[src/rtl/ura_pkg.sv]
package ura_pkg;

  // Default echo counter width
  localparam int ECHO_WIDTH_DEF = 16;

  // Fixed field and register widths
  localparam int TRIG_W = 8;
  localparam int GAP_W  = 17;
  localparam int TEMP_W = 12;
  localparam int DIST_W = 18;
  localparam int SUM_W  = 20;
  localparam int CFG_W  = 17;

  // Speed-of-sound factor: 5304*1024 + 622*temp, always positive, 23 bits
  localparam int K_W = 23;
  localparam int KX_W = 24;
  localparam logic signed [KX_W-1:0] BASE_FACTOR = 24'sd5431296;
  localparam logic signed [KX_W-1:0] TEMP_FACTOR = 24'sd622;

  // 3276800 = 2^17 * 25: shift, then divide by 25
  localparam int PROD_SHIFT = 17;
  localparam int DIVR_W = 5;
  localparam logic [DIVR_W-1:0] DIV_SAMPLE = 5'd25;
  localparam logic [DIVR_W-1:0] DIV_AVG    = 5'd5;

  localparam logic [2:0] SAMPLES = 3'd5;
  localparam logic [SUM_W-1:0] SUM_MAX = '1;
  localparam logic [DIST_W-1:0] DIST_MAX = '1;

  // Register reset values
  localparam logic [TRIG_W-1:0] TRIG_RESET = 8'd20;
  localparam logic [GAP_W-1:0]  GAP_RESET  = 17'd50000;

  // Register indexes
  localparam logic CFG_TRIG = 1'b0;
  localparam logic CFG_GAP  = 1'b1;

  // Ranging phase
  typedef enum logic [2:0] {
    PH_IDLE,
    PH_TRIG,
    PH_RISE,
    PH_ECHO,
    PH_GAP
  } phase_t;

  // Sequencer state for one word
  typedef enum logic [2:0] {
    C_IDLE,
    C_STEP,
    C_MUL,
    C_DIV,
    C_OUT
  } ctl_t;

  // Request to the shared divider
  typedef struct packed {
    logic              start;
    logic [DIVR_W-1:0] divisor;
  } div_ctl_t;

endpackage

[src/rtl/ultrasonic_range_averager_top.sv]
// Ultrasonic ranger with temperature compensation, averaging five echoes.
// Each input word is one microsecond tick and yields exactly one output word
// showing trigger, busy, done and, on the done tick, the average distance in
// 0.01 cm. A plain tick passes from acceptance through the step and output
// states to a loaded output register. The tick on which echo falls and the
// tick that delivers the average also go through the shared constant divider,
// a registered reciprocal multiply used for the per-sample divide by 25 and
// for the final divide by 5. A full output register adds the cycles until it
// is taken. The input is not ready while a word is in progress. The output
// register holds a word until taken while the next tick is accepted.
// Configuration writes are taken at any time but are meant for idle periods.
module ultrasonic_range_averager_top #(
  parameter int ECHO_WIDTH = ura_pkg::ECHO_WIDTH_DEF
) (
  input  logic        clk,
  input  logic        rst_n,
  // Input words
  input  logic        in_tvalid,
  output logic        in_tready,
  input  logic [15:0] in_tdata,   // start_req, echo, temperature[11:0], zero pad
  // Output words
  output logic        out_tvalid,
  input  logic        out_tready,
  output logic [23:0] out_tdata,  // trigger, busy_res, done_res, distance[17:0], zero pad
  // Configuration writes
  input  logic        cfg_we,
  input  logic        cfg_index,
  input  logic [ura_pkg::CFG_W-1:0] cfg_data
);

  localparam int DIV_W  = (ECHO_WIDTH + 6 > ura_pkg::SUM_W) ? ECHO_WIDTH + 6 : ura_pkg::SUM_W;
  localparam int ADD_W  = DIV_W + 1;
  localparam int PROD_W = ECHO_WIDTH + ura_pkg::K_W;

  // Configuration registers
  logic [ura_pkg::TRIG_W-1:0] trig_ticks_r;
  logic [ura_pkg::GAP_W-1:0]  gap_ticks_r;

  always_ff @(posedge clk) begin
    if (!rst_n) begin
      trig_ticks_r <= ura_pkg::TRIG_RESET;
      gap_ticks_r  <= ura_pkg::GAP_RESET;
    end else if (cfg_we) begin
      case (cfg_index)
        ura_pkg::CFG_TRIG: trig_ticks_r <= cfg_data[ura_pkg::TRIG_W-1:0];
        ura_pkg::CFG_GAP:  gap_ticks_r  <= cfg_data[ura_pkg::GAP_W-1:0];
        default: ;
      endcase
    end
  end

  // Sequencer and ranging state
  ura_pkg::ctl_t   ctl_r, ctl_nxt;
  ura_pkg::phase_t phase_r, phase_nxt;
  logic [ura_pkg::GAP_W-1:0]  tick_r, tick_nxt;
  logic [ECHO_WIDTH-1:0]      echo_time_r, echo_time_nxt;
  logic [2:0]                 sample_r, sample_nxt;
  logic [ura_pkg::SUM_W-1:0]  sum_r, sum_nxt;

  // Latched input word and per-word working values
  logic                              start_r, start_nxt;
  logic                              echo_r, echo_nxt;
  logic signed [ura_pkg::TEMP_W-1:0] temp_r, temp_nxt;
  logic [ura_pkg::K_W-1:0]           k_r, k_nxt;
  logic                              avg_mode_r, avg_mode_nxt;
  logic                              done_r, done_nxt;
  logic [ura_pkg::DIST_W-1:0]        avg_r, avg_nxt;

  // Output register
  logic        out_valid_r, out_valid_nxt;
  logic [23:0] out_data_r, out_data_nxt;

  // Divider link
  ura_pkg::div_ctl_t div_ctl;
  logic [DIV_W-1:0]  div_dividend;
  logic [DIV_W-1:0]  div_quo;
  logic              div_done;

  ura_cdiv #(
    .W(DIV_W)
  ) u_div (
    .clk      (clk),
    .rst_n    (rst_n),
    .ctl      (div_ctl),
    .dividend (div_dividend),
    .quotient (div_quo),
    .done     (div_done)
  );

  // Arithmetic helpers
  logic signed [ura_pkg::KX_W-1:0] temp_x;
  logic signed [ura_pkg::KX_W-1:0] k_s;
  logic [PROD_W-1:0]               prod;
  logic [ADD_W-1:0]                sum_add;

  always_comb begin
    temp_x  = ura_pkg::KX_W'(temp_r);
    k_s     = ura_pkg::BASE_FACTOR + temp_x * ura_pkg::TEMP_FACTOR;
    prod    = PROD_W'(echo_time_r) * PROD_W'(k_r);
    sum_add = ADD_W'(sum_r) + ADD_W'(div_quo);
  end

  assign in_tready  = (ctl_r == ura_pkg::C_IDLE);
  assign out_tvalid = out_valid_r;
  assign out_tdata  = out_data_r;

  // Next state and outputs
  always_comb begin
    ctl_nxt       = ctl_r;
    phase_nxt     = phase_r;
    tick_nxt      = tick_r;
    echo_time_nxt = echo_time_r;
    sample_nxt    = sample_r;
    sum_nxt       = sum_r;
    start_nxt     = start_r;
    echo_nxt      = echo_r;
    temp_nxt      = temp_r;
    k_nxt         = k_r;
    avg_mode_nxt  = avg_mode_r;
    done_nxt      = done_r;
    avg_nxt       = avg_r;
    out_valid_nxt = out_valid_r;
    out_data_nxt  = out_data_r;
    div_ctl.start   = 1'b0;
    div_ctl.divisor = ura_pkg::DIV_SAMPLE;
    div_dividend    = DIV_W'(prod >> ura_pkg::PROD_SHIFT);

    // Drain the output register
    if (out_valid_r && out_tready) begin
      out_valid_nxt = 1'b0;
    end

    case (ctl_r)
      ura_pkg::C_IDLE: begin
        if (in_tvalid) begin
          start_nxt = in_tdata[0];
          echo_nxt  = in_tdata[1];
          temp_nxt  = $signed(in_tdata[13:2]);
          ctl_nxt   = ura_pkg::C_STEP;
        end
      end

      ura_pkg::C_STEP: begin
        done_nxt = 1'b0;
        avg_nxt  = '0;
        k_nxt    = k_s[ura_pkg::K_W-1:0];
        ctl_nxt  = ura_pkg::C_OUT;
        case (phase_r)
          ura_pkg::PH_TRIG: begin
            if (tick_r >= ura_pkg::GAP_W'(trig_ticks_r)) begin
              phase_nxt = ura_pkg::PH_RISE;
              tick_nxt  = '0;
            end else begin
              tick_nxt = tick_r + 1'b1;
            end
          end
          ura_pkg::PH_RISE: begin
            if (echo_r) begin
              phase_nxt     = ura_pkg::PH_ECHO;
              echo_time_nxt = ECHO_WIDTH'(1);
            end
          end
          ura_pkg::PH_ECHO: begin
            if (echo_r) begin
              if (echo_time_r != '1) begin
                echo_time_nxt = echo_time_r + 1'b1;
              end
            end else begin
              // Convert this sample; sum is added after the divide
              sample_nxt   = sample_r + 1'b1;
              phase_nxt    = ura_pkg::PH_GAP;
              tick_nxt     = '0;
              avg_mode_nxt = 1'b0;
              ctl_nxt      = ura_pkg::C_MUL;
            end
          end
          ura_pkg::PH_GAP: begin
            if (tick_r >= gap_ticks_r) begin
              if (sample_r >= ura_pkg::SAMPLES) begin
                // Average the five samples
                done_nxt        = 1'b1;
                phase_nxt       = ura_pkg::PH_IDLE;
                tick_nxt        = '0;
                avg_mode_nxt    = 1'b1;
                div_ctl.start   = 1'b1;
                div_ctl.divisor = ura_pkg::DIV_AVG;
                div_dividend    = DIV_W'(sum_r);
                ctl_nxt         = ura_pkg::C_DIV;
              end else begin
                phase_nxt = ura_pkg::PH_TRIG;
                tick_nxt  = ura_pkg::GAP_W'(1);
              end
            end else begin
              tick_nxt = tick_r + 1'b1;
            end
          end
          default: begin
            phase_nxt = ura_pkg::PH_IDLE;
            if (start_r) begin
              phase_nxt     = ura_pkg::PH_TRIG;
              tick_nxt      = ura_pkg::GAP_W'(1);
              echo_time_nxt = '0;
              sample_nxt    = '0;
              sum_nxt       = '0;
            end
          end
        endcase
      end

      ura_pkg::C_MUL: begin
        // Scaled product into the divider, divide by 25
        div_ctl.start   = 1'b1;
        div_ctl.divisor = ura_pkg::DIV_SAMPLE;
        ctl_nxt         = ura_pkg::C_DIV;
      end

      ura_pkg::C_DIV: begin
        if (div_done) begin
          if (avg_mode_r) begin
            avg_nxt = (div_quo > DIV_W'(ura_pkg::DIST_MAX)) ? ura_pkg::DIST_MAX
                                                          : div_quo[ura_pkg::DIST_W-1:0];
          end else begin
            sum_nxt = (sum_add > ADD_W'(ura_pkg::SUM_MAX)) ? ura_pkg::SUM_MAX
                                                          : sum_add[ura_pkg::SUM_W-1:0];
          end
          ctl_nxt = ura_pkg::C_OUT;
        end
      end

      ura_pkg::C_OUT: begin
        // Load the result word once the register is free
        if (!out_valid_r || out_tready) begin
          out_valid_nxt = 1'b1;
          out_data_nxt  = {3'b000, avg_r, done_r,
                           (phase_r != ura_pkg::PH_IDLE),
                           (phase_r == ura_pkg::PH_TRIG)};
          ctl_nxt       = ura_pkg::C_IDLE;
        end
      end

      default: begin
        ctl_nxt = ura_pkg::C_IDLE;
      end
    endcase
  end

  always_ff @(posedge clk) begin
    if (!rst_n) begin
      ctl_r       <= ura_pkg::C_IDLE;
      phase_r     <= ura_pkg::PH_IDLE;
      tick_r      <= '0;
      echo_time_r <= '0;
      sample_r    <= '0;
      sum_r       <= '0;
      out_valid_r <= 1'b0;
    end else begin
      ctl_r       <= ctl_nxt;
      phase_r     <= phase_nxt;
      tick_r      <= tick_nxt;
      echo_time_r <= echo_time_nxt;
      sample_r    <= sample_nxt;
      sum_r       <= sum_nxt;
      out_valid_r <= out_valid_nxt;
    end
    start_r    <= start_nxt;
    echo_r     <= echo_nxt;
    temp_r     <= temp_nxt;
    k_r        <= k_nxt;
    avg_mode_r <= avg_mode_nxt;
    done_r     <= done_nxt;
    avg_r      <= avg_nxt;
    out_data_r <= out_data_nxt;
  end

endmodule

[src/rtl/ura_cdiv.sv]
// Constant divider by reciprocal multiplication for the two divisors in use:
// DIV_SAMPLE (25, one sample) and DIV_AVG (5, the average). Any other divisor
// code is taken as DIV_SAMPLE. With M = ceil(2^s / d) and s = W + clog2(d),
// floor(x * M / 2^s) equals floor(x / d) for every W-bit x.
// The dividend is taken on start, the product is registered on the next cycle
// and done pulses together with it; the quotient holds until the next start.
module ura_cdiv #(
  parameter int W = 22
) (
  input  logic                 clk,
  input  logic                 rst_n,
  input  ura_pkg::div_ctl_t    ctl,
  input  logic [W-1:0]         dividend,
  output logic [W-1:0]         quotient,
  output logic                 done
);

  localparam int     MW        = W + 1;
  localparam int     PW        = W + MW;
  localparam longint ONE       = 1;
  localparam longint D_SAMPLE  = longint'(ura_pkg::DIV_SAMPLE);
  localparam longint D_AVG     = longint'(ura_pkg::DIV_AVG);
  localparam int     SH_SAMPLE = W + $clog2(int'(ura_pkg::DIV_SAMPLE));
  localparam int     SH_AVG    = W + $clog2(int'(ura_pkg::DIV_AVG));
  localparam logic [MW-1:0] REC_SAMPLE =
    MW'(((ONE << SH_SAMPLE) + D_SAMPLE - 1) / D_SAMPLE);
  localparam logic [MW-1:0] REC_AVG =
    MW'(((ONE << SH_AVG) + D_AVG - 1) / D_AVG);

  logic [W-1:0]  x_r, x_nxt;
  logic          avg_r, avg_nxt;
  logic          busy_r, busy_nxt;
  logic [PW-1:0] prod_r, prod_nxt;
  logic          done_r, done_nxt;
  logic [MW-1:0] rec;

  // Take the dividend, then multiply by the reciprocal
  always_comb begin
    x_nxt    = x_r;
    avg_nxt  = avg_r;
    busy_nxt = 1'b0;
    prod_nxt = prod_r;
    done_nxt = 1'b0;
    rec      = avg_r ? REC_AVG : REC_SAMPLE;
    if (ctl.start) begin
      x_nxt    = dividend;
      avg_nxt  = (ctl.divisor == ura_pkg::DIV_AVG);
      busy_nxt = 1'b1;
    end else if (busy_r) begin
      prod_nxt = PW'(x_r) * PW'(rec);
      done_nxt = 1'b1;
    end
  end

  always_ff @(posedge clk) begin
    if (!rst_n) begin
      busy_r <= 1'b0;
      done_r <= 1'b0;
    end else begin
      busy_r <= busy_nxt;
      done_r <= done_nxt;
    end
    x_r    <= x_nxt;
    avg_r  <= avg_nxt;
    prod_r <= prod_nxt;
  end

  // Drop the fraction bits
  assign quotient = avg_r ? W'(prod_r >> SH_AVG) : W'(prod_r >> SH_SAMPLE);
  assign done     = done_r;

endmodule

[config.mk]
export PLATFORM = sky130hd
export DESIGN_NAME = ultrasonic_range_averager_top
export DESIGN_NICKNAME = d
export VERILOG_FILES = /design/src/rtl/ura_pkg.sv /design/src/rtl/ultrasonic_range_averager_top.sv /design/src/rtl/ura_cdiv.sv
export SDC_FILE = /design/constraint.sdc
export NUM_CORES = 2
export LEC_CHECK = 0
export BUFFER_PORTS_ARGS = -buffer_cell sky130_fd_sc_hd__clkbuf_2
export CAP_MARGIN = 5
export CELL_PAD_IN_SITES_DETAIL_PLACEMENT = 1
export CELL_PAD_IN_SITES_GLOBAL_PLACEMENT = 1
export CORE_ASPECT_RATIO = 0.7
export CORE_MARGIN = 2
export CORE_UTILIZATION = 40
export DETAILED_ROUTE_END_ITERATION = 8
export GPL_TIMING_DRIVEN = 0
export PLACE_DENSITY_LB_ADDON = 0.15
export REMOVE_ABC_BUFFERS = 1
export SYNTH_ARGS = -nofsm -noshare
export SYNTH_HDL_FRONTEND = slang
export SYNTH_HIERARCHICAL = 1
export SYNTH_SLANG_ARGS = --single-unit
[constraint.sdc]
create_clock -name clk -period 6.75 [get_ports clk]
set_input_delay 1.35 -clock clk [delete_from_list [all_inputs] [get_ports clk]]
set_output_delay 1.35 -clock clk [all_outputs]
set_load 0.05 [all_outputs]
* After elaboration in Yosys (flattened, before gate mapping) *
Index checks and enable logic that the tools add are counted.

operators by class
  magnitude comparators = 5
  $mul = 3
  reduce and logical (&&, ||, !) cells = 28
  muxes and demuxes = 59
  add/sub/neg operators = 5
  eq/ne operators = 24
  bitwise logic cells = 6

operator list
  operator                                                                           count
  20-bit 2-to-1 mux                                                                  6
  22-bit 2-to-1 mux                                                                  5
  17-bit 2-to-1 mux                                                                  4
  17-bit case mux with 4 select lines                                                1
  16-bit 2-to-1 mux                                                                  4
  18-bit 2-to-1 mux                                                                  3
  16-bit case mux with 3 select lines                                                1
  22-bit by 23-bit multiplier with 45-bit output                                     1
  20-bit case mux with 2 select lines                                                1
  16-bit by 23-bit multiplier with 39-bit output                                     1
  3-bit 2-to-1 mux                                                                   12
  18-bit case mux with 2 select lines                                                1
  2-bit != test, second input constant                                               13
  20-bit by 22-bit adder with 23-bit output                                          1
  23-bit adder, first input constant                                                 1
  23-bit by 20-bit greater-than comparator with 1-bit output, second input constant  1
  22-bit by 18-bit greater-than comparator with 1-bit output, second input constant  1
  12-bit by 10-bit multiplier with 22-bit output, second input constant              1
  6-bit 2-to-1 mux                                                                   3
  17-bit by 1-bit adder with 17-bit output, second input constant                    1
  17-bit greater-or-equal comparator                                                 1
  17-bit by 8-bit greater-or-equal comparator with 1-bit output                      1
  16-bit by 1-bit adder with 16-bit output, second input constant                    1
  16-bit != test, second input constant                                              1
  29 further kinds                                                                   64

storage, ports and cells
  bits in registers = 236

* Depth between registers and ports, before layout *
  depth after elaboration = 7
  depth in mapped cells = 27
  depth with buffers taken out = 24

* Modules after synthesis *
Netlist, hierarchy kept.

by module, submodules not included
  module                         area an instance (um^2)  instances  cells each  seq. area each (um^2)
  ultrasonic_range_averager_top  21,699.6                 1          2,383       4,073.9
  ura_cdiv                       14,326.2                 1          1,407       1,331.3

* Worst setup path before layout *
OpenSTA, ideal clock, no wires.

  path kind = register -> register
  start point = register u_div.avg_r
  end point = register u_div.prod_r[41], data pin
  required time = 6.489 ns
  data arrival time = 6.472 ns
  path buffers = 3
  stages on the path, launching flop included = 25
  setup time = 0.261 ns
  path slack = 0.018 ns
  path through = edfxtp_1 clkbuf_1 clkbuf_1 clkbuf_1 nand2_1 inv_1 fa_1 inv_1 fa_1 fa_1 inv_1 fa_1 fa_1 fa_1 inv_1 fa_1 inv_1 ha_1 a21oi_2 o21ai_1 a211oi_2 o21ai_1 a211o_1 a221o_1 xor2_1

on the way
  cells in the longest elaborated chain, start to end = 2

RTL lines
  what                                            line            RTL
  start: declaration                              ura_cdiv.sv:31  logic avg_r, avg_nxt;
  start signal: assignment                        ura_cdiv.sv:64  avg_r <= avg_nxt;
  22-bit 2-to-1 mux                               ura_cdiv.sv:44  rec = avg_r ? REC_AVG : REC_SAMPLE;
  22-bit by 23-bit multiplier with 45-bit output  ura_cdiv.sv:50  prod_nxt = PW'(x_r) * PW'(rec);
  end signal: assignment                          ura_cdiv.sv:65  prod_r <= prod_nxt;
  end: declaration                                ura_cdiv.sv:33  logic [PW-1:0] prod_r, prod_nxt;

Every way passes these cells.
A chain may end at the register's enable or synchronous reset.

* Worst setup path after layout *
Ends and elaborated chain as after synthesis.

==> impl_results.md <==
* Status: finished, violations left
* Failing checks: setup timing
* Vias in the first global route at 27500
* ANT cells at 0
* Num CTS Buffers at 27
* CTS root buf: clkbuf_16
* H-tree levels at 1
* DR pass1 iterations at 5
* Synth cell count leaders: 866 x inv_1, 622 x fa_1, 447 x ha_1
* Final Max Slew Viols at 0
* Placed Cells at 4919
* Minimum clock period at 6.99 ns
* Mux contribution to synthesized area at 1.02%
* Syn avg cell area at 9.51 um2
* Setup violations, final at 16
* Cell variety after synth at 85
* Via-to-Cell Ratio at 5.14
* Layout Utilization at 46.3%
* Core Region at 89700 um2
* Max-Cap Viols at 0
* Initial antenna violation count at 7
* Endpoint, Worst Hold: out_tdata[4]$_DFFE_PP_
* CP Max Fanout at 6
* Clock latency on the worst-skew pair at 0.59 ns
* Least-Margin Pin Slew at 1.31 ns
* Worst r2r src: u_div/avg_r$_DFFE_PP_
* Max Freq at 143 MHz
* Hold depth at 0
* Ys Warns at 6
* Std-Cell Rows at 92
* Final WL at 109000 um
* Final Hold Violating Endpoints at 0
* Simple-Gate Fraction of Synth Area at 12.3%
* Yosys top cell by area: fa_1
* First-pass GRT wire length at 167000 um
* Area contributors post-synth: fa_1 35%, ha_1 16%, edfxtp_1 10%
* Reg clk slew, reported paths at 0.07 ns
* DP Area at 37500 um2
* Port-buffer cells at 59
* Die area at 92500 um2
* Die Ht at 255 um
* Routed Antenna Nets at 0
* Met1 WL at 57700 um
* Number of flops mapped to enable cells by yosys at 120
* Reg2Reg Depth at 23
* Slew margin rel. at 12.9%
* Mapped Cells at 3790
* HPWL after DPL at 83900 um
* Fin crit share at 104%
* Top Metal Used: met5
* Final worst slack at -0.243 ns
* Async SR Flop Fraction at 0%
* Pwr/cell area at 194 nW/um2
* CTS hold repair buffers at 0
* Mapped Area at 36000 um2
* RePlAce Congestion at 0.894
* Total grt overflow at 0
* Crit path launch type: flip-flop
* Worst-case clock buffer depth at 3
* RSZ-0062 raised after global routing: yes
* WHS at 0.419 ns
* CTS tree: built
* Routed met2 length at 43800 um
* Starting Density at 40.2%
* Post-synth top flop: edfxtp_1
* Sequential area share after synthesis at 15.0%
* Skew final at 0.0196 ns
* Layout cells sized above 1 at 14.4%
* Number of DRC markers in iteration 0 at 1484
* Synth top area share at 34.6%
* Hold_sp: avg_r[1]$_SDFFCE_PN0P_
* GR Util All Layers at 23.7%
* Filler Cell Count at 10100
* Reg-to-reg slack, setup at -0.24 ns
* # IOs at 65
* Largest net degree at the start of global routing at 48
* WL met3 at 6760 um
* Setup CP Type: flip-flop to flip-flop
* Leak at 20.4 nW
* Hold crit path type: flip-flop to flip-flop
* Layout Nets at 5078
* FF+latch count, synth at 210
* Most common cell in the netlist: inv_1
* Post-synthesis compound-gate area fraction at 8.66%
* Critical Path End Type: flip-flop
* Residual DRC count at 0
* Routed len/inst at 21.2 um
* Non-filler instance count after layout at 5166
* Post-Layout Inst Area at 41500 um2
* CP arrival at 7.31 ns
* Area share of fa/ha/maj cells after synthesis at 50.1%
* Die span in x at 363 um
* # clock sinks at 210
* XOR/XNOR Fraction of Synth Area at 2.31%
* Reg2reg end: u_div/prod_r[41]$_DFFE_PP_
* Critical path required time at 7.07 ns
* Area delta synth->final at 15.3%
* Vias at 26600
* Peak supply drop at 0.000258 V
* Worst slack, placed at -1.16 ns
* Largest family of logic cells by synthesized area: adder cells
power breakdown:
group	total [mW]	leakage [nW]	internal [mW]	switching [mW]
sequential	1.71	1.83	1.63	0.0803
combinational	4.93	18.1	2.07	2.85
clock	1.40	0.407	0.791	0.610
how the worst max path moves through the flow:
stage                           from                          to  slack [ns]  depth (start not counted)
6_report       u_div/avg_r$_DFFE_PP_  u_div/prod_r[41]$_DFFE_PP_       -0.24                         23
2_1_floorplan  u_div/avg_r$_DFFE_PP_  u_div/prod_r[41]$_DFFE_PP_       -0.40                         20
5_1_grt        u_div/avg_r$_DFFE_PP_  u_div/prod_r[39]$_DFFE_PP_       -0.35                         26
4_1_cts        u_div/avg_r$_DFFE_PP_  u_div/prod_r[41]$_DFFE_PP_       -0.13                         23
3_5_place_dp   u_div/avg_r$_DFFE_PP_  u_div/prod_r[41]$_DFFE_PP_       -1.16                         22
3_3_place_gp   u_div/avg_r$_DFFE_PP_  u_div/prod_r[41]$_DFFE_PP_       -2.48                         21
cell usage in the layout (no fill, tap or decap), drive strengths merged, types with 12 or more instances in the layout:
master,Yosys,routed
inv,867,865
nand4,30,30
a21oi,106,106
nor2b,26,26
nor2,122,122
a211oi,20,20
edfxtp,120,120
dfxtp,90,90
buf,13,200
a31oi,21,21
o21a,16,16
a221o,22,22
mux2,22,22
nand3,46,46
and3,27,27
or3,14,14
o211ai,25,25
or2,12,12
fa,622,622
ha,447,447
nor3,30,30
o21ai,93,93
xnor2,53,53
a21boi,22,22
and2,158,158
nand2b,39,39
conb,4,28
a21o,58,58
nand2,391,391
mux2i,12,12
xor2,42,42
clkbuf,123,100
per-stage QoR:
stage / total power, mW / TNS (ns)
2_1_floorplan: 4.48 / -2.75
3_3_place_gp: 5.55 / -61.68
3_5_place_dp: 5.61 / -35.08
4_1_cts: 7.57 / -0.393
5_1_grt: 8.60 / -4.75
6_report: 8.04 / -1.76
per-layer routing:
layer	vias to the layer above	global-route usage, %
met1	13700	39.1
met2	542	32.9
met4	2	2.31
met5	-	0
met3	55	3.77
li1	12300	-
cells by family (layout without fill, tap and decap cells):
family                   Yosys count  in the layout
AO/OA/AOI/OAI                    454            454
XOR/XNOR                          95             95
adder cells (fa/ha/maj)         1069           1069
buffers and inverters           1003           1180
flip-flops                       210            210
multiplexers                      34             34
other                              4             28
AND/OR/NAND/NOR                  921            921
critical path: stages (launching register included):
cell and delay, ns:
edfxtp_1 0.45, buf_6 0.15, clkbuf_16 0.17, clkbuf_16 0.17
nor2b_4 0.20, fa_1 0.47, fa_1 0.53, inv_2 0.04
fa_1 0.54, inv_1 0.05, fa_1 0.51, fa_1 0.44
fa_2 0.61, inv_2 0.05, fa_1 0.56, inv_2 0.07
ha_4 0.28, a21oi_4 0.16, o21ai_1 0.12, a211oi_2 0.26
o21ai_2 0.11, a211o_1 0.25, a221o_1 0.34, xor2_2 0.17
timing repair:
action,CTS,global route
hold endpoints to repair,0,0
setup endpoints to repair,42,39
pin swaps,33,100
cloned,1,3
buffers inserted,123,70
gates resized for setup,161,172
area by class of cell:
type	count	area, um2	share of cell area [%]
Tap cell	1175	1470	3.54
Multi-Input combinational cell	2601	28200	67.8
Inverter	867	3280	7.90
Sequential cell	210	5460	13.2
Clock inverter	12	100	0.241
Clock buffer	38	727	1.75
Timing Repair Buffer	263	2330	5.62
state kept, by name, summed over array words and instances, names as in the netlist, 8 cells and up:
signal	cells
sum_r	20
trig_ticks_r	8
k_r	22
echo_time_r	16
tick_r	17
temp_r	12
gap_ticks_r	17
out_tdata	21
u_div/x_r	22
avg_r	18
u_div/prod_r	20
(Power assumes the default switching activity.)
